`src/hw/rtl/arp_single_entry_resolver_defines.svh`:
```
// ----------------------------------------------------------------------------
// ARP single-entry resolver assertion macros
// These macros give the concurrent checks of the resolver one common form.
// ----------------------------------------------------------------------------
`ifndef ARP_SINGLE_ENTRY_RESOLVER_DEFINES_SVH
`define ARP_SINGLE_ENTRY_RESOLVER_DEFINES_SVH

// The consequent must hold in the same cycle as the antecedent.
`define ARPR_ASSERT_NOW(label, clk, rst, ante, cons) \
   label: assert property (@(posedge clk) disable iff (rst) (ante) |-> (cons)) \
      else $error("arpr: same-cycle check failed");

// The consequent must hold in the cycle after the antecedent.
`define ARPR_ASSERT_NEXT(label, clk, rst, ante, cons) \
   label: assert property (@(posedge clk) disable iff (rst) (ante) |=> (cons)) \
      else $error("arpr: next-cycle check failed");

`endif

```
`src/hw/rtl/arpr_pkg.sv`:
```
// ----------------------------------------------------------------------------
// ARP single-entry resolver package
// Payload types, entry states and protocol constants of the resolver.
// ----------------------------------------------------------------------------
package arpr_pkg;

   localparam logic [1:0] OP_TICK    = 2'd0;
   localparam logic [1:0] OP_RX      = 2'd1;
   localparam logic [1:0] OP_RESOLVE = 2'd2;

   localparam logic [15:0] HW_TYPE_ETH    = 16'h0001;
   localparam logic [15:0] PROTO_IPV4     = 16'h0800;
   localparam logic [7:0]  HW_LEN_ETH     = 8'd6;
   localparam logic [7:0]  PROTO_LEN_IPV4 = 8'd4;
   localparam logic [15:0] ARP_OP_REQUEST = 16'd1;
   localparam logic [15:0] ARP_OP_REPLY   = 16'd2;
   localparam logic [47:0] BCAST_MAC      = 48'hFFFF_FFFF_FFFF;

   localparam int          CSR_ADDR_W = 6;
   localparam logic [2:0]  REG_OWN_MAC       = 3'd0;
   localparam logic [2:0]  REG_OWN_IP        = 3'd1;
   localparam logic [2:0]  REG_VALID_TICKS   = 3'd2;
   localparam logic [2:0]  REG_PENDING_TICKS = 3'd3;
   localparam logic [2:0]  REG_MAX_RETRIES   = 3'd4;

   localparam logic [15:0] VALID_TICKS_RST   = 16'd5;
   localparam logic [15:0] PENDING_TICKS_RST = 16'd1;
   localparam logic [7:0]  MAX_RETRIES_RST   = 8'd4;

   typedef enum logic [1:0] {
      ENTRY_FREE    = 2'd0,
      ENTRY_VALID   = 2'd1,
      ENTRY_PENDING = 2'd2
   } entry_state_type;

   typedef struct packed {
      logic [1:0]  opcode;
      logic        frame_long_enough;
      logic [15:0] hw_type;
      logic [15:0] proto_type;
      logic [7:0]  hw_len;
      logic [7:0]  proto_len;
      logic [15:0] arp_op;
      logic [47:0] sender_mac;
      logic [31:0] sender_ip;
      logic [31:0] tgt_ip;
      logic [31:0] query_ip;
   } req_type;

   typedef struct packed {
      logic        send_valid;
      logic        send_is_reply;
      logic [47:0] dest_mac;
      logic [47:0] out_target_mac;
      logic [31:0] out_tgt_ip;
      logic        resolve_hit;
      logic [47:0] resolved_mac;
      logic [1:0]  entry_status;
   } rsp_type;

endpackage

```
`src/hw/rtl/arp_single_entry_resolver.sv`:
```
// ----------------------------------------------------------------------------
// ARP single-entry resolver
// Holds one ARP cache entry with aging and retry, answers requests addressed
// to this host and resolves IPv4 addresses against the entry.
// ----------------------------------------------------------------------------
// Usage:
// Items arrive on the req channel as tick, received ARP header or resolve
// query, selected by opcode. Every item yields exactly one transfer on the
// rsp channel, in order, carrying any packet to send, the resolve outcome and
// the entry status after the item.
// An accepted item is held in an input register; once the result register is
// free or being read, a single pass of compare and decrement logic updates
// the entry and loads the result register. One item per cycle is sustained
// while the receiver does not stall.
// When the receiver stalls, the result register holds its transfer, the next
// item waits in the input register, and req_ready falls once both are full.
// Registers are written through the APB-style port at byte address 8*i. The
// user must write them while the block is idle; the block does not enforce
// it. Reset frees the entry, empties both registers, loads register defaults.
// ----------------------------------------------------------------------------
`include "arp_single_entry_resolver_defines.svh"

module arp_single_entry_resolver
   import arpr_pkg::*;
(
   input  logic                  clock,
   input  logic                  reset,
   input  logic                  req_valid,
   output logic                  req_ready,
   input  req_type               req_data,
   output logic                  rsp_valid,
   input  logic                  rsp_ready,
   output rsp_type               rsp_data,
   input  logic                  psel,
   input  logic                  penable,
   input  logic                  pwrite,
   input  logic [CSR_ADDR_W-1:0] paddr,
   input  logic [63:0]           pwdata,
   output logic [63:0]           prdata,
   output logic                  pready
);

   logic [47:0] own_mac_ff;
   logic [31:0] own_ip_ff;
   logic [15:0] valid_ticks_ff;
   logic [15:0] pending_ticks_ff;
   logic [7:0]  max_retries_ff;

   logic            in_valid_ff;
   req_type         in_data_ff;
   logic            rsp_valid_ff;
   rsp_type         rsp_data_ff;
   rsp_type         rsp_data_in;

   entry_state_type entry_state_ff, entry_state_in;
   logic [31:0]     entry_ip_ff, entry_ip_in;
   logic [47:0]     entry_mac_ff, entry_mac_in;
   logic [15:0]     ticks_left_ff, ticks_left_in;
   logic [7:0]      retries_left_ff, retries_left_in;

   logic        res_ready;
   logic        fire;
   logic        csr_write;
   logic [2:0]  csr_index;
   logic        hdr_ok;

   logic        in_stalled;
   logic        rsp_idle;
   logic        idle_fields_zero;
   logic        rsp_hit;
   logic        hit_fields_ok;

   assign res_ready = !rsp_valid_ff || rsp_ready;
   assign fire      = in_valid_ff && res_ready;
   assign req_ready = !in_valid_ff || res_ready;
   assign rsp_valid = rsp_valid_ff;
   assign rsp_data  = rsp_data_ff;

   assign pready    = 1'b1;
   assign csr_write = psel && penable && pwrite && pready;
   assign csr_index = paddr[CSR_ADDR_W-1:3];

   always_ff @(posedge clock) begin
      if (reset) begin
         own_mac_ff       <= '0;
         own_ip_ff        <= '0;
         valid_ticks_ff   <= VALID_TICKS_RST;
         pending_ticks_ff <= PENDING_TICKS_RST;
         max_retries_ff   <= MAX_RETRIES_RST;
      end else if (csr_write) begin
         case (csr_index)
            REG_OWN_MAC: begin
               own_mac_ff <= pwdata[47:0];
            end
            REG_OWN_IP: begin
               own_ip_ff <= pwdata[31:0];
            end
            REG_VALID_TICKS: begin
               valid_ticks_ff <= pwdata[15:0];
            end
            REG_PENDING_TICKS: begin
               pending_ticks_ff <= pwdata[15:0];
            end
            REG_MAX_RETRIES: begin
               max_retries_ff <= pwdata[7:0];
            end
            default: begin
            end
         endcase
      end
   end

   always_comb begin
      case (csr_index)
         REG_OWN_MAC:       prdata = {16'd0, own_mac_ff};
         REG_OWN_IP:        prdata = {32'd0, own_ip_ff};
         REG_VALID_TICKS:   prdata = {48'd0, valid_ticks_ff};
         REG_PENDING_TICKS: prdata = {48'd0, pending_ticks_ff};
         REG_MAX_RETRIES:   prdata = {56'd0, max_retries_ff};
         default:           prdata = '0;
      endcase
   end

   always_ff @(posedge clock) begin
      if (reset) begin
         in_valid_ff <= 1'b0;
      end else if (req_valid && req_ready) begin
         in_valid_ff <= 1'b1;
      end else if (fire) begin
         in_valid_ff <= 1'b0;
      end
   end

   always_ff @(posedge clock) begin
      if (req_valid && req_ready) begin
         in_data_ff <= req_data;
      end
   end

   always_comb begin
      hdr_ok = in_data_ff.frame_long_enough
         && (in_data_ff.hw_type == HW_TYPE_ETH)
         && (in_data_ff.proto_type == PROTO_IPV4)
         && (in_data_ff.hw_len == HW_LEN_ETH)
         && (in_data_ff.proto_len == PROTO_LEN_IPV4)
         && (in_data_ff.arp_op inside {ARP_OP_REQUEST, ARP_OP_REPLY})
         && (in_data_ff.tgt_ip == own_ip_ff);
   end

   always_comb begin
      entry_state_in  = entry_state_ff;
      entry_ip_in     = entry_ip_ff;
      entry_mac_in    = entry_mac_ff;
      ticks_left_in   = ticks_left_ff;
      retries_left_in = retries_left_ff;
      rsp_data_in     = '0;
      case (in_data_ff.opcode)
         OP_TICK: begin
            if (entry_state_ff inside {ENTRY_VALID, ENTRY_PENDING}) begin
               ticks_left_in = ticks_left_ff - 16'd1;
               if (ticks_left_ff <= 16'd1) begin
                  if (entry_state_ff == ENTRY_VALID) begin
                     rsp_data_in.send_valid = 1'b1;
                     rsp_data_in.dest_mac   = BCAST_MAC;
                     rsp_data_in.out_tgt_ip = entry_ip_ff;
                     entry_state_in         = ENTRY_PENDING;
                     ticks_left_in          = pending_ticks_ff;
                  end else if (retries_left_ff == 8'd0) begin
                     entry_state_in = ENTRY_FREE;
                     ticks_left_in  = '0;
                  end else begin
                     retries_left_in        = retries_left_ff - 8'd1;
                     rsp_data_in.send_valid = 1'b1;
                     rsp_data_in.dest_mac   = BCAST_MAC;
                     rsp_data_in.out_tgt_ip = entry_ip_ff;
                     ticks_left_in          = pending_ticks_ff;
                  end
               end
            end
         end
         OP_RX: begin
            if (hdr_ok) begin
               if (in_data_ff.arp_op == ARP_OP_REQUEST) begin
                  rsp_data_in.send_valid     = 1'b1;
                  rsp_data_in.send_is_reply  = 1'b1;
                  rsp_data_in.dest_mac       = in_data_ff.sender_mac;
                  rsp_data_in.out_target_mac = in_data_ff.sender_mac;
                  rsp_data_in.out_tgt_ip     = in_data_ff.sender_ip;
               end
               entry_state_in  = ENTRY_VALID;
               entry_ip_in     = in_data_ff.sender_ip;
               entry_mac_in    = in_data_ff.sender_mac;
               ticks_left_in   = valid_ticks_ff;
               retries_left_in = max_retries_ff;
            end
         end
         OP_RESOLVE: begin
            if (entry_state_ff == ENTRY_VALID && entry_ip_ff == in_data_ff.query_ip) begin
               rsp_data_in.resolve_hit  = 1'b1;
               rsp_data_in.resolved_mac = entry_mac_ff;
            end else begin
               rsp_data_in.send_valid = 1'b1;
               rsp_data_in.dest_mac   = BCAST_MAC;
               rsp_data_in.out_tgt_ip = in_data_ff.query_ip;
            end
         end
         default: begin
         end
      endcase
      rsp_data_in.entry_status = entry_state_in;
   end

   always_ff @(posedge clock) begin
      if (reset) begin
         entry_state_ff  <= ENTRY_FREE;
         entry_ip_ff     <= '0;
         entry_mac_ff    <= '0;
         ticks_left_ff   <= '0;
         retries_left_ff <= '0;
      end else if (fire) begin
         entry_state_ff  <= entry_state_in;
         entry_ip_ff     <= entry_ip_in;
         entry_mac_ff    <= entry_mac_in;
         ticks_left_ff   <= ticks_left_in;
         retries_left_ff <= retries_left_in;
      end
   end

   always_ff @(posedge clock) begin
      if (reset) begin
         rsp_valid_ff <= 1'b0;
      end else if (fire) begin
         rsp_valid_ff <= 1'b1;
      end else if (rsp_ready) begin
         rsp_valid_ff <= 1'b0;
      end
   end

   always_ff @(posedge clock) begin
      if (fire) begin
         rsp_data_ff <= rsp_data_in;
      end
   end

   assign in_stalled       = in_valid_ff && !res_ready;
   assign rsp_idle         = rsp_valid_ff && !rsp_data_ff.send_valid;
   assign idle_fields_zero = !rsp_data_ff.send_is_reply && (rsp_data_ff.dest_mac == 48'd0)
      && (rsp_data_ff.out_tgt_ip == 32'd0);
   assign rsp_hit          = rsp_valid_ff && rsp_data_ff.resolve_hit;
   assign hit_fields_ok    = !rsp_data_ff.send_valid
      && (rsp_data_ff.entry_status == ENTRY_VALID);

   `ARPR_ASSERT_NEXT(a_fire_gives_result, clock, reset, fire, rsp_valid_ff)
   `ARPR_ASSERT_NEXT(a_stall_hold, clock, reset, in_stalled, in_valid_ff && $stable(in_data_ff))
   `ARPR_ASSERT_NOW(a_idle_send_clear, clock, reset, rsp_idle, idle_fields_zero)
   `ARPR_ASSERT_NOW(a_hit_is_valid, clock, reset, rsp_hit, hit_fields_ok)

endmodule
```
`config.mk`:
```
export PLATFORM = sky130hd
export DESIGN_NAME = arp_single_entry_resolver
export DESIGN_NICKNAME = d
export VERILOG_FILES = /design/src/hw/rtl/arpr_pkg.sv /design/src/hw/rtl/arp_single_entry_resolver.sv
export VERILOG_INCLUDE_DIRS = /design/src /design/src/hw/rtl
export SDC_FILE = /design/constraint.sdc
export NUM_CORES = 1
export LEC_CHECK = 0
export BUFFER_PORTS_ARGS = -buffer_cell sky130_fd_sc_hd__buf_2
export CAP_MARGIN = 10
export CORE_MARGIN = 1
export CORE_UTILIZATION = 30
export DETAILED_ROUTE_END_ITERATION = 16
export GPL_TIMING_DRIVEN = 0
export PLACE_DENSITY = 0.49
export RECOVER_POWER = 50
export SETUP_SLACK_MARGIN = 0.5
export SYNTH_ARGS = -nofsm -noshare
export SYNTH_HDL_FRONTEND = slang
export SYNTH_SLANG_ARGS = --single-unit
```
`constraint.sdc`:
```
create_clock -name clock -period 26.6 [get_ports clock]
set_input_delay 7.98 -clock clock [delete_from_list [all_inputs] [get_ports clock]]
set_output_delay 7.98 -clock clock [all_outputs]
set_load 0.05 [all_outputs]
```
Word level (Yosys, flattened, before mapping)
Cells that the tools add are included.
{ "totals": {"reg_bits": 620, "input_bits": 288, "elab_cells": 133} }
{ "classes": {"reduce_logical": 34, "add_sub_neg": 2, "n_mux": 44, "n_eq_ne": 21, "order_cmp": 1} }
{ "op_table": {"columns": ["operator", "count"], "rows": [
  ["$mux W130", 2],
  ["$mux W48", 5],
  ["$pmux W48 S5", 1],
  ["$mux W32", 5],
  ["$pmux W48 S3", 1],
  ["$pmux W32 S3", 1],
  ["$mux W16", 5],
  ["$eq A32 B32 Y1", 2],
  ["$mux W49", 1],
  ["$mux W8", 5],
  ["$eq A16 B1 Y1 const B", 2],
  ["$pmux W16 S2", 1],
  ["$eq A16 B12 Y1 const B", 1],
  ["$eq A16 B2 Y1 const B", 1],
  ["$eq A8 B3 Y1 const B", 2],
  ["$le A16 B1 Y1 const B", 1],
  ["$pmux W8 S2", 1],
  ["$sub A16 B1 Y16 const B", 1],
  ["$reduce_and A2 Y1", 7],
  ["$logic_and A1 B1 Y1", 11],
  ["$mux W2", 5],
  ["$ne A2 B2 Y1 const B", 5],
  ["$reduce_bool A2 Y1", 5],
  ["$mux W1", 9],
  ["other kinds (16)", 22]
]} }

Depth between registers and ports, before layout
Gate-level depths: netlist of run 1.
{ "logic_depth": {"ltp_word": 9, "ltp_mapped": 10, "ltp_nobuf": 9} }

Least setup slack after synthesis of run 1
OpenSTA, ideal clock, no wires.
{ "synth_path": {"path_type": "in2out", "from": "input paddr[5]", "to": "output prdata[0]", "n_path_buf": 3, "path_slack_ps": 8603, "arrival_ps": 10017, "stages": 5, "path_cell_list": "clkbuf_1 clkbuf_1 clkbuf_1 nand2_1 o32ai_1"} }
{ "synth_between": {"elab_chain_cells": 2, "elab_cells_between_ends": 6} }
{ "synth_rtl": {"columns": ["element", "line", "rtl"], "rows": [
  ["start: declaration", "arp_single_entry_resolver.sv:37", "input logic [CSR_ADDR_W-1:0] paddr,"],
  ["$eq A3 B3 Y1 (tied with other cells)", "arp_single_entry_resolver.sv:114", "case (csr_index)"],
  ["$pmux W48 S5 (*)", "arp_single_entry_resolver.sv:114", null],
  ["end: declaration", "arp_single_entry_resolver.sv:39", "output logic [63:0] prdata,"]
]} }
Mark *: on every way between the ends. The rest lies on a longest branch, timed or not.

Worst setup path in the final report of run 1
{ "layout_path": {"from": "input paddr[4]", "to": "output prdata[31]"} }
The elaborated chain is that of the path after synthesis.

==> impl_metrics.env, run 1 <==
export IMPL_synth_most_common_cell="edfxtp_1"
export IMPL_instances_no_fill=3711
export IMPL_post_cts_buffers=0
export IMPL_r2r_end="rsp_data[66]$_DFFE_PP_"
export IMPL_cpMaxStageDelayCell="nor3b_1"
export IMPL_synthTopCellsByArea="edfxtp_1, dfxtp_1, nand2_1, mux2i_1, and2_1"
export IMPL_max_stage_delay_ns=1.00
export IMPL_violations="max-capacitance violations, max-slew violations"
export IMPL_max_freq_mhz=54.5
export IMPL_cts_tree="yes"
export IMPL_worst_pin_slew_ns=3.62
export IMPL_crit_type="primary input to primary output"
export IMPL_min_to="own_mac_ff[37]$_SDFFE_PP0P_"
export IMPL_path_buf_inv=4
export IMPL_r2r_slack_ns=20.72
export IMPL_power_leakage_uw=0.0114
export IMPL_grt_ovfl_total=0
export IMPL_timing_slew_headroom=-1.41
export IMPL_outcome="finished with violations"
export IMPL_numCtsBuffers=72
export IMPL_synth_edf_count=392
export IMPL_cts_buffer_depth=3
export IMPL_synth_simple_area_share=0.157
export IMPL_post_route_cell_area_mm2=0.0307
export IMPL_drt_wirelength_per_cell_um=19.9
export IMPL_grt_pass1_wl_um=109000
export IMPL_ff2ff_path_depth=10
export IMPL_fill_cells=7946
export IMPL_detailed_place_hpwl_um=55300
export IMPL_min_period_ns=18.35
export IMPL_drt_vias_per_instance=4.67
export IMPL_grt_start_max_net_pins=70
export IMPL_synth_xor_xnor_area_share=0.0276
export IMPL_cap_violations=6
export IMPL_die_h_um=287
export IMPL_io_buffers=497
export IMPL_syn_inst=1998
export IMPL_avgSynthCellArea_um2=12.2
export IMPL_hold_slack_ns=0.450
export IMPL_crit_arrival_ns=10.37
export IMPL_cts_resized=0
export IMPL_synth_top_family_by_area="simple AND/OR/NAND/NOR gates"
export IMPL_synthArstFlopShare=0
export IMPL_path_clk_slew_ns=0.06
export IMPL_synthAdderAreaFrac=0.00256
export IMPL_p_per_area_mw_per_mm2=72.9
export IMPL_synth_commonest_cells="edfxtp_1, nand2_1, dfxtp_1"
export IMPL_final_util=0.381
export IMPL_htreeDepth=3
export IMPL_core_mm2=0.0805
export IMPL_cp_max_fo=10
export IMPL_setup_viol_count_final=0
export IMPL_worst_hold_path_num_cells=2
export IMPL_finalCritPeriodShare=0.690
export IMPL_syn_to_final_growth_pct=25.8
export IMPL_die_area_mm2=0.0825
export IMPL_dp_cells=3577
export IMPL_drtIter0Drc=955
export IMPL_hold_start="own_mac_ff[37]$_SDFFE_PP0P_"
export IMPL_critical_path_top_delay_family="buffers and inverters"
export IMPL_vias=17300
export IMPL_clockRootBuffer="clkbuf_16"
export IMPL_synth_area_mm2=0.0244
export IMPL_hold_buffers=0
export IMPL_place_area_mm2=0.0284
export IMPL_finalClockSkew_ns=0.0348
export IMPL_synth_area_leader_cell="edfxtp_1"
export IMPL_first_global_vias=17500
export IMPL_die_w_um=287
export IMPL_track_usage=0.176
export IMPL_synth_mux_area_frac=0.0522
export IMPL_antenna_found_initial=11
export IMPL_clock_latency_ns=0.62
export IMPL_synth_top_area_share=0.483
export IMPL_ant_nets=0
export IMPL_grt_setup_unrepaired="false"
export IMPL_cp_common_cell="buf_2"
export IMPL_synth_ff_type="edfxtp_1"
export IMPL_rows=104
export IMPL_setup_tns_final_ns=0
export IMPL_seq_area_frac_synth=0.670
export IMPL_drive_above_1_share=0.239
export IMPL_endpoint_kind="primary output"
export IMPL_start_util=0.303
export IMPL_startpoint_type="primary input"
export IMPL_gp_congestion=0.852
export IMPL_yosysUniqueCellTypes=64
export IMPL_slew_violations=278
export IMPL_ioPinCount=536
export IMPL_worstPathRequired_ns=18.62
export IMPL_ir_drop_uv=52.2
export IMPL_clkSinkCount=620
export IMPL_wl_um=74000
export IMPL_fin_nets=2884
export IMPL_dr_pass1_iters=5
export IMPL_crit_path_cell_trace="buf_2 > buf_1 > nor3b_1 > clkbuf_1 > a22o_1 > buf_2"
export IMPL_yosysWarnings=0
export IMPL_min_path_type="flop to flop"
export IMPL_hold_viol_final=0
export IMPL_synth_compound_area_frac=0.0645
export IMPL_synth_seq_cells=620
export IMPL_drc=0
export IMPL_rr_startpoint="in_data_ff[210]$_DFFE_PP_"
==> power by group <==
group	total (uW)	switching [uW]	internal, uW
clock	1010	408	600
combinational	152	114	38.4
sequential	1080	14.6	1060
total	2240	537	1700
==> how the worst max path moves through the flow <==
stage / start / end / slack [ns] / cells past startpoint
floorplan: paddr[5] / prdata[0] / 8.60 / 5
global placement: paddr[4] / prdata[31] / 8.20 / 6
detailed placement: paddr[4] / prdata[31] / 8.25 / 6
CTS: paddr[4] / prdata[31] / 8.23 / 6
global route: paddr[4] / prdata[31] / 8.08 / 6
finish: paddr[4] / prdata[31] / 8.25 / 6
==> state kept, by name, summed over array words and instances, names as in the netlist <==
signal            flops
in_data_ff          211
rsp_data            181
entry_mac_ff         48
own_mac_ff           48
entry_ip_ff          32
own_ip_ff            32
pending_ticks_ff     16
ticks_left_ff        16
valid_ticks_ff       16
max_retries_ff        8
retries_left_ff       8
entry_state_ff        2
in_valid_ff           1
rsp_valid             1
==> worst register-to-register path: cells and delay by family, from the launching register on <==
kind	cells	cell delay, ns
flops	1	0.46
buf+inv	3	1.64
compound gates	1	0.43
simple gates	6	3.21
==> cells by family (layout without fill, tap and decap cells) <==
logic type      after synthesis  count (layout)
buf+inv                     141             777
flops                       620             620
compound gates              256             256
xor+xnor                     77              77
other cells                   2              19
fa+ha+maj                     5               5
simple gates                781             781
mux                         116             116
==> area by class of cell <==
cell class | instances | area, um^2 | share of cell area
multi-input cells | 1252 | 7450 | 0.243
flip-flops and latches | 620 | 16300 | 0.532
well taps | 1060 | 1330 | 0.0432
plain buffers | 131 | 608 | 0.0198
clock buffers | 93 | 1950 | 0.0636
repair buffers | 504 | 2520 | 0.0823
diodes | 2 | 5.00 | 0.000163
inverters | 10 | 37.5 | 0.00122
clock inverters | 39 | 448 | 0.0146
==> cell usage in the layout (no fill, tap or decap), types with 40 or more instances in the layout <==
cell type / instances
mux2i_1: 107
nor2_1: 125
clkbuf_16: 74
a21oi_1: 132
nand2b_1: 56
and2_0: 80
nand2_1: 322
clkbuf_1: 140
dfxtp_1: 228
buf_2: 477
nor4_1: 40
edfxtp_1: 392
==> stage by stage <==
stage	setup slack [ns]	total power, uW
after global routing	8.08	2310
after floorplan	8.60	1190
after detailed placement	8.25	1250
after global placement	8.20	1260
after CTS	8.23	2270
final	8.25	2240
==> metal layers <==
layer,global-route usage,part of all wire,vias to the layer above
li1,-,-,8289
met1,0.214,0.41,8246
met2,0.301,0.49,632
met3,0.0436,0.069,150
met4,0.0609,0.034,14
met5,0,0.0012,-
No activity file was read; power rests on OpenSTA's default activity.
==> run 2: changes to the inputs <==
Settings changed: ABC_AREA set to 1, PLACE_DENSITY 0.49 to 0.51.
Clock period 26.6 ns to 15.8 ns, I/O delays scaled along.
==> run 2 against run 1 <==
The run still ends with max-capacitance violations, max-slew violations left; utilization decreased by 0.19 points; sequential share of layout area down 1.0 points; critical path depth rose by 2; clock skew is 0.0032 ns higher; global-route usage grew 0.60 points; via count is 13% higher.
==> impl_metrics.env, run 2 <==
export IMPL_largest_reg_flops=211
export IMPL_worst_pin_slew_ns=4.58
export IMPL_synth_compound_area_frac=0.0768
export IMPL_drt_vias_per_instance=4.49
export IMPL_synth_xor_xnor_area_share=0.00628
export IMPL_top_register="in_data_ff"
export IMPL_outcome="finished with violations"
export IMPL_clock_latency_ns=0.63
export IMPL_finalPower_uw=3850
export IMPL_multi_input_area_mm2=0.00709
export IMPL_avgSynthCellArea_um2=9.56
export IMPL_slew_violations=176
export IMPL_min_to="own_mac_ff[38]$_SDFFE_PP0P_"
export IMPL_grt_pass1_wl_um=117000
export IMPL_first_global_vias=19100
export IMPL_synth_area_mm2=0.0251
export IMPL_drtIter0Drc=1234
export IMPL_ioPinCount=536
export IMPL_synth_commonest_cells="nand2_1, nor2_1, edfxtp_1"
export IMPL_clockRootBuffer="clkbuf_16"
export IMPL_yosysUniqueCellTypes=45
export IMPL_synth_top_area_share=0.469
export IMPL_min_path_type="flop to flop"
export IMPL_synth_edf_count=392
export IMPL_synth_simple_area_share=0.196
export IMPL_wl_um=78500
export IMPL_cts_resized=0
export IMPL_vias=19600
export IMPL_crit_arrival_ns=7.23
export IMPL_worstPathRequired_ns=11.06
export IMPL_io_buffers=498
export IMPL_max_freq_mhz=83.6
export IMPL_synth_top_family_by_area="simple AND/OR/NAND/NOR gates"
export IMPL_grt_start_max_net_pins=121
export IMPL_syn_inst=2628
export IMPL_finalCritPeriodShare=0.757
export IMPL_core_mm2=0.0825
export IMPL_antenna_found_initial=13
export IMPL_rr_startpoint="rsp_valid$_SDFFE_PP0P_"
export IMPL_fin_nets=3513
export IMPL_grt_ovfl_total=0
export IMPL_synth_mux_area_frac=0
export IMPL_ant_nets=0
export IMPL_hold_buffers=0
export IMPL_hold_viol_final=0
export IMPL_power_leakage_uw=0.0130
export IMPL_drive_above_1_share=0.163
export IMPL_synth_ff_type="edfxtp_1"
export IMPL_path_clk_slew_ns=0.06
export IMPL_start_util=0.304
export IMPL_worst_hold_path_num_cells=2
export IMPL_hold_start="own_mac_ff[38]$_SDFFE_PP0P_"
export IMPL_endpoint_kind="primary output"
export IMPL_cts_tree="yes"
export IMPL_seq_area_frac_synth=0.650
export IMPL_seqCellArea_mm2=0.0163
export IMPL_cts_buffer_depth=3
export IMPL_post_cts_buffers=0
export IMPL_final_cell_mix="nand2_1, nor2_1, edfxtp_1"
export IMPL_synth_most_common_cell="nand2_1"
export IMPL_yosysWarnings=0
export IMPL_p_per_area_mw_per_mm2=123
export IMPL_synthAdderAreaFrac=0.00249
export IMPL_clkSinkCount=620
export IMPL_synthTopCellsByArea="edfxtp_1, dfxtp_1, nand2_1, nor2_1, inv_1"
export IMPL_track_usage=0.182
export IMPL_violations="max-capacitance violations, max-slew violations"
export IMPL_ir_drop_uv=82.5
export IMPL_fill_cells=8513
export IMPL_synth_area_leader_cell="edfxtp_1"
export IMPL_die_area_mm2=0.0849
export IMPL_hold_slack_ns=0.456
export IMPL_r2r_end="in_data_ff[119]$_DFFE_PP_"
export IMPL_timing_slew_headroom=-2.06
export IMPL_ff2ff_path_depth=3
export IMPL_grt_setup_unrepaired="false"
export IMPL_rows=105
export IMPL_die_w_um=291
export IMPL_startpoint_type="primary input"
export IMPL_r2r_slack_ns=9.96
export IMPL_drc=0
export IMPL_drt_wirelength_per_cell_um=18.0
export IMPL_cap_violations=3
export IMPL_syn_to_final_growth_pct=24.5
export IMPL_die_h_um=291
export IMPL_cp_max_fo=10
export IMPL_min_period_ns=11.97
export IMPL_htreeDepth=3
export IMPL_synth_seq_cells=620
export IMPL_crit_type="primary input to primary output"
export IMPL_detailed_place_hpwl_um=57300
export IMPL_numCtsBuffers=73
export IMPL_synthArstFlopShare=0
export IMPL_final_common_cell="nand2_1"
export IMPL_post_route_cell_area_mm2=0.0313
export IMPL_setup_tns_final_ns=0
export IMPL_finalClockSkew_ns=0.0381
export IMPL_gp_congestion=0.839
export IMPL_place_area_mm2=0.0291
export IMPL_dr_pass1_iters=5
export IMPL_setup_viol_count_final=0
export IMPL_startpoint="paddr[5]"
==> run 2: how the worst max path moves through the flow <==
stage	endpoint	slack, ns	cells after the start
after floorplan	prdata[16]	4.63	4
after global placement	entry_state_ff[1]$_SDFFE_PP0P_	1.79	8
after detailed placement	prdata[7]	3.92	8
after CTS	prdata[7]	3.87	8
after global routing	prdata[7]	3.78	8
final	prdata[7]	3.83	8
==> run 2: per-stage QoR <==
step	setup slack, ns	std cells	utilization
final	3.83	4357	0.379
after global routing	3.78	4353	0.379
after CTS	3.87	4350	0.382
after detailed placement	3.92	4215	0.353
after global placement	1.79	4211	0.352
after floorplan	4.63	2643	-
==> run 2: critical path, cell delays in order <==
cell      delay (ns)
clkbuf_1        0.14
nor2_1          0.24
nand2_1         0.35
inv_1           0.19
clkbuf_1        0.68
a221oi_1        0.31
o211ai_1        0.23
buf_2           0.33
==> run 2: kinds of logic after synthesis <==
| logic type | count (synthesis) |
|---|---|
| AO/OA/AOI/OAI | 348 |
| XOR/XNOR | 18 |
| adder cells (fa/ha/maj) | 5 |
| buffers and inverters | 426 |
| flip-flops | 620 |
| other | 2 |
| AND/OR/NAND/NOR | 1209 |
==> run 2: where the power goes <==
part | internal [uW] | total, uW | switching (uW)
sequential | 1790 | 1820 | 28.3
combinational | 85.8 | 341 | 255
clock | 991 | 1690 | 701
total | 2870 | 3850 | 984
==> run 2: per-layer routing <==
layer | track usage | vias to the layer above | wire [um]
met5 | 0 | - | 92
met4 | 0.0743 | 16 | 2830
met3 | 0.0476 | 156 | 5000
met2 | 0.305 | 591 | 37700
met1 | 0.221 | 9022 | 32900
li1 | - | 9792 | -
==> run 2: layout make-up <==
class	count	share of cell area
Sequential cell	620	0.522
Tap cell	1070	0.0428
Antenna cell	7	0.000560
Multi-Input combinational cell	1597	0.227
Timing Repair Buffer	502	0.0765
Clock inverter	42	0.0135
Inverter	294	0.0353
Buffer	132	0.0192
Clock buffer	93	0.0631
==> run 3: changes to the inputs <==
Settings changed: PLACE_DENSITY 0.51 to 0.49.
Clock period 15.8 ns to 12.4 ns, I/O delays scaled along.
==> run 3 against run 2 <==
Highest routed layer unchanged; worst setup slack worse by 1.3 ns; global-route usage is 0.19 points lower; critical path type unchanged; non-clock buffer count stayed put; the run still ends with max-capacitance violations, max-slew violations left; critical path depth stayed put.
==> impl_metrics.env, run 3 (synthesis results as in run 2) <==
export IMPL_vias=19600
export IMPL_startpoint_type="primary input"
export IMPL_wl_um=78300
export IMPL_cts_buffer_depth=3
export IMPL_outcome="finished with violations"
export IMPL_p_per_area_mw_per_mm2=155
export IMPL_clkSinkCount=620
export IMPL_final_common_cell="nand2_1"
export IMPL_r2r_slack_ns=6.40
export IMPL_htreeDepth=3
export IMPL_clock_latency_ns=0.62
export IMPL_io_buffers=498
export IMPL_die_w_um=291
export IMPL_drc=0
export IMPL_path_clk_slew_ns=0.05
export IMPL_core_mm2=0.0825
export IMPL_drtIter0Drc=1171
export IMPL_syn_to_final_growth_pct=24.2
export IMPL_intPower_uw=3610
export IMPL_worst_pin_slew_ns=4.74
export IMPL_power_share_combinational=0.090
export IMPL_numCtsBuffers=71
export IMPL_finalPower_uw=4850
export IMPL_rr_startpoint="rsp_valid$_SDFFE_PP0P_"
export IMPL_timing_slew_headroom=-2.18
export IMPL_worstPathRequired_ns=8.68
export IMPL_rows=105
export IMPL_hold_buffers=0
export IMPL_finalCritPeriodShare=0.799
export IMPL_antenna_found_initial=18
export IMPL_largest_reg_flops=211
export IMPL_r2r_end="in_data_ff[107]$_DFFE_PP_"
export IMPL_cp_max_fo=10
export IMPL_slew_violations=105
export IMPL_violations="max-capacitance violations, max-slew violations"
export IMPL_ioPinCount=536
export IMPL_hold_viol_final=0
export IMPL_hold_start="own_mac_ff[38]$_SDFFE_PP0P_"
export IMPL_ff2ff_path_depth=4
export IMPL_fin_nets=3511
export IMPL_grt_pass1_wl_um=116000
export IMPL_p_sw_uw=1240
export IMPL_die_area_mm2=0.0849
export IMPL_post_route_cell_area_mm2=0.0312
export IMPL_top_register="in_data_ff"
export IMPL_drt_vias_per_instance=4.49
export IMPL_crit_type="primary input to primary output"
export IMPL_worst_hold_path_num_cells=2
export IMPL_gp_congestion=0.860
export IMPL_grt_ovfl_total=0
export IMPL_cts_resized=0
export IMPL_detailed_place_hpwl_um=58500
export IMPL_drt_wirelength_per_cell_um=18.0
export IMPL_seq_power_share=0.479
export IMPL_min_to="own_mac_ff[38]$_SDFFE_PP0P_"
export IMPL_endpoint_kind="primary output"
export IMPL_ir_drop_uv=117
export IMPL_grt_start_max_net_pins=108
export IMPL_die_h_um=291
export IMPL_cap_violations=1
export IMPL_setup_viol_count_final=0
export IMPL_clockRootBuffer="clkbuf_16"
export IMPL_cts_tree="yes"
export IMPL_first_global_vias=19000
export IMPL_dr_pass1_iters=5
export IMPL_ant_nets=0
export IMPL_final_cell_mix="nand2_1, nor2_1, edfxtp_1"
export IMPL_pwr_share_clk=0.431
export IMPL_finalClockSkew_ns=0.0435
export IMPL_p_sw_frac=0.255
export IMPL_start_util=0.304
export IMPL_multi_input_area_mm2=0.00709
export IMPL_track_usage=0.180
export IMPL_grt_setup_unrepaired="false"
export IMPL_crit_arrival_ns=6.18
export IMPL_seqCellArea_mm2=0.0163
export IMPL_min_period_ns=9.90
export IMPL_fill_cells=8518
export IMPL_place_area_mm2=0.0291
export IMPL_min_path_type="flop to flop"
export IMPL_max_freq_mhz=101
export IMPL_post_cts_buffers=0
export IMPL_power_leakage_uw=0.0130
export IMPL_setup_tns_final_ns=0
export IMPL_drive_above_1_share=0.156
run 3: cell count changes in the layout (fill, tap and decap cells not counted), moves of 3 or more:
cell / change
clkinv_8: -3
buf_2: -14
clkinv_1: +3
clkbuf_1: +20
clkinv_16: +3
clkinvlp_4: -3
run 3: worst max-delay path, cell delays in order:
cell      delay (ns)
buf_2           0.13
nor2_1          0.31
nand2_1         0.45
inv_1           0.20
clkbuf_1        0.55
a221oi_1        0.15
o21ai_0         0.27
buf_2           0.38
run 3: area by class of cell:
type,count,area share
tap,1070,0.0429
sequential,620,0.523
multi-input combinational,1597,0.227
clock buffer,98,0.0635
timing repair buffer,502,0.0770
antenna,6,0.000481
buffer,132,0.0188
inverter,294,0.0354
clock inverter,34,0.0114
run 3: metrics by stage:
stage	hold WS [ns]	util	instances	worst slack, ns
floorplan	0.430	-	2643	2.55
global placement	0.443	0.352	4211	-0.991
finish	0.453	0.378	4353	2.50
detailed placement	0.449	0.353	4215	2.47
CTS	0.458	0.381	4347	2.45
global route	0.477	0.378	4348	2.31
run 3: worst max-delay path by stage:
| stage | start | end | slack [ns] | cells past startpoint |
|---|---|---|---|---|
| 5_1_grt | paddr[5] | prdata[1] | 2.31 | 8 |
| 2_1_floorplan | rsp_ready | entry_state_ff[1]$_SDFFE_PP0P_ | 2.55 | 7 |
| 4_1_cts | paddr[5] | prdata[1] | 2.45 | 8 |
| 3_5_place_dp | paddr[5] | prdata[1] | 2.47 | 8 |
| 3_3_place_gp | rsp_ready | entry_state_ff[1]$_SDFFE_PP0P_ | -0.99 | 8 |
| 6_report | paddr[5] | prdata[1] | 2.50 | 8 |
run 3: power by group through the flow:
stage	logic [uW]	clock network, uW	registers (uW)
floorplan	185	0	2460
detailed placement	448	0	2360
global placement	442	0	2380
finish	436	2090	2320
global route	474	2220	2330
CTS	450	2150	2320
run 3: per-layer routing:
layer  track usage  vias up  wire length (um)
li1              -     9778                 -
met1         0.222     8988             33000
met2         0.314      652             38200
met3        0.0426      125              5330
met4        0.0453       22              1640
met5             0        -               136
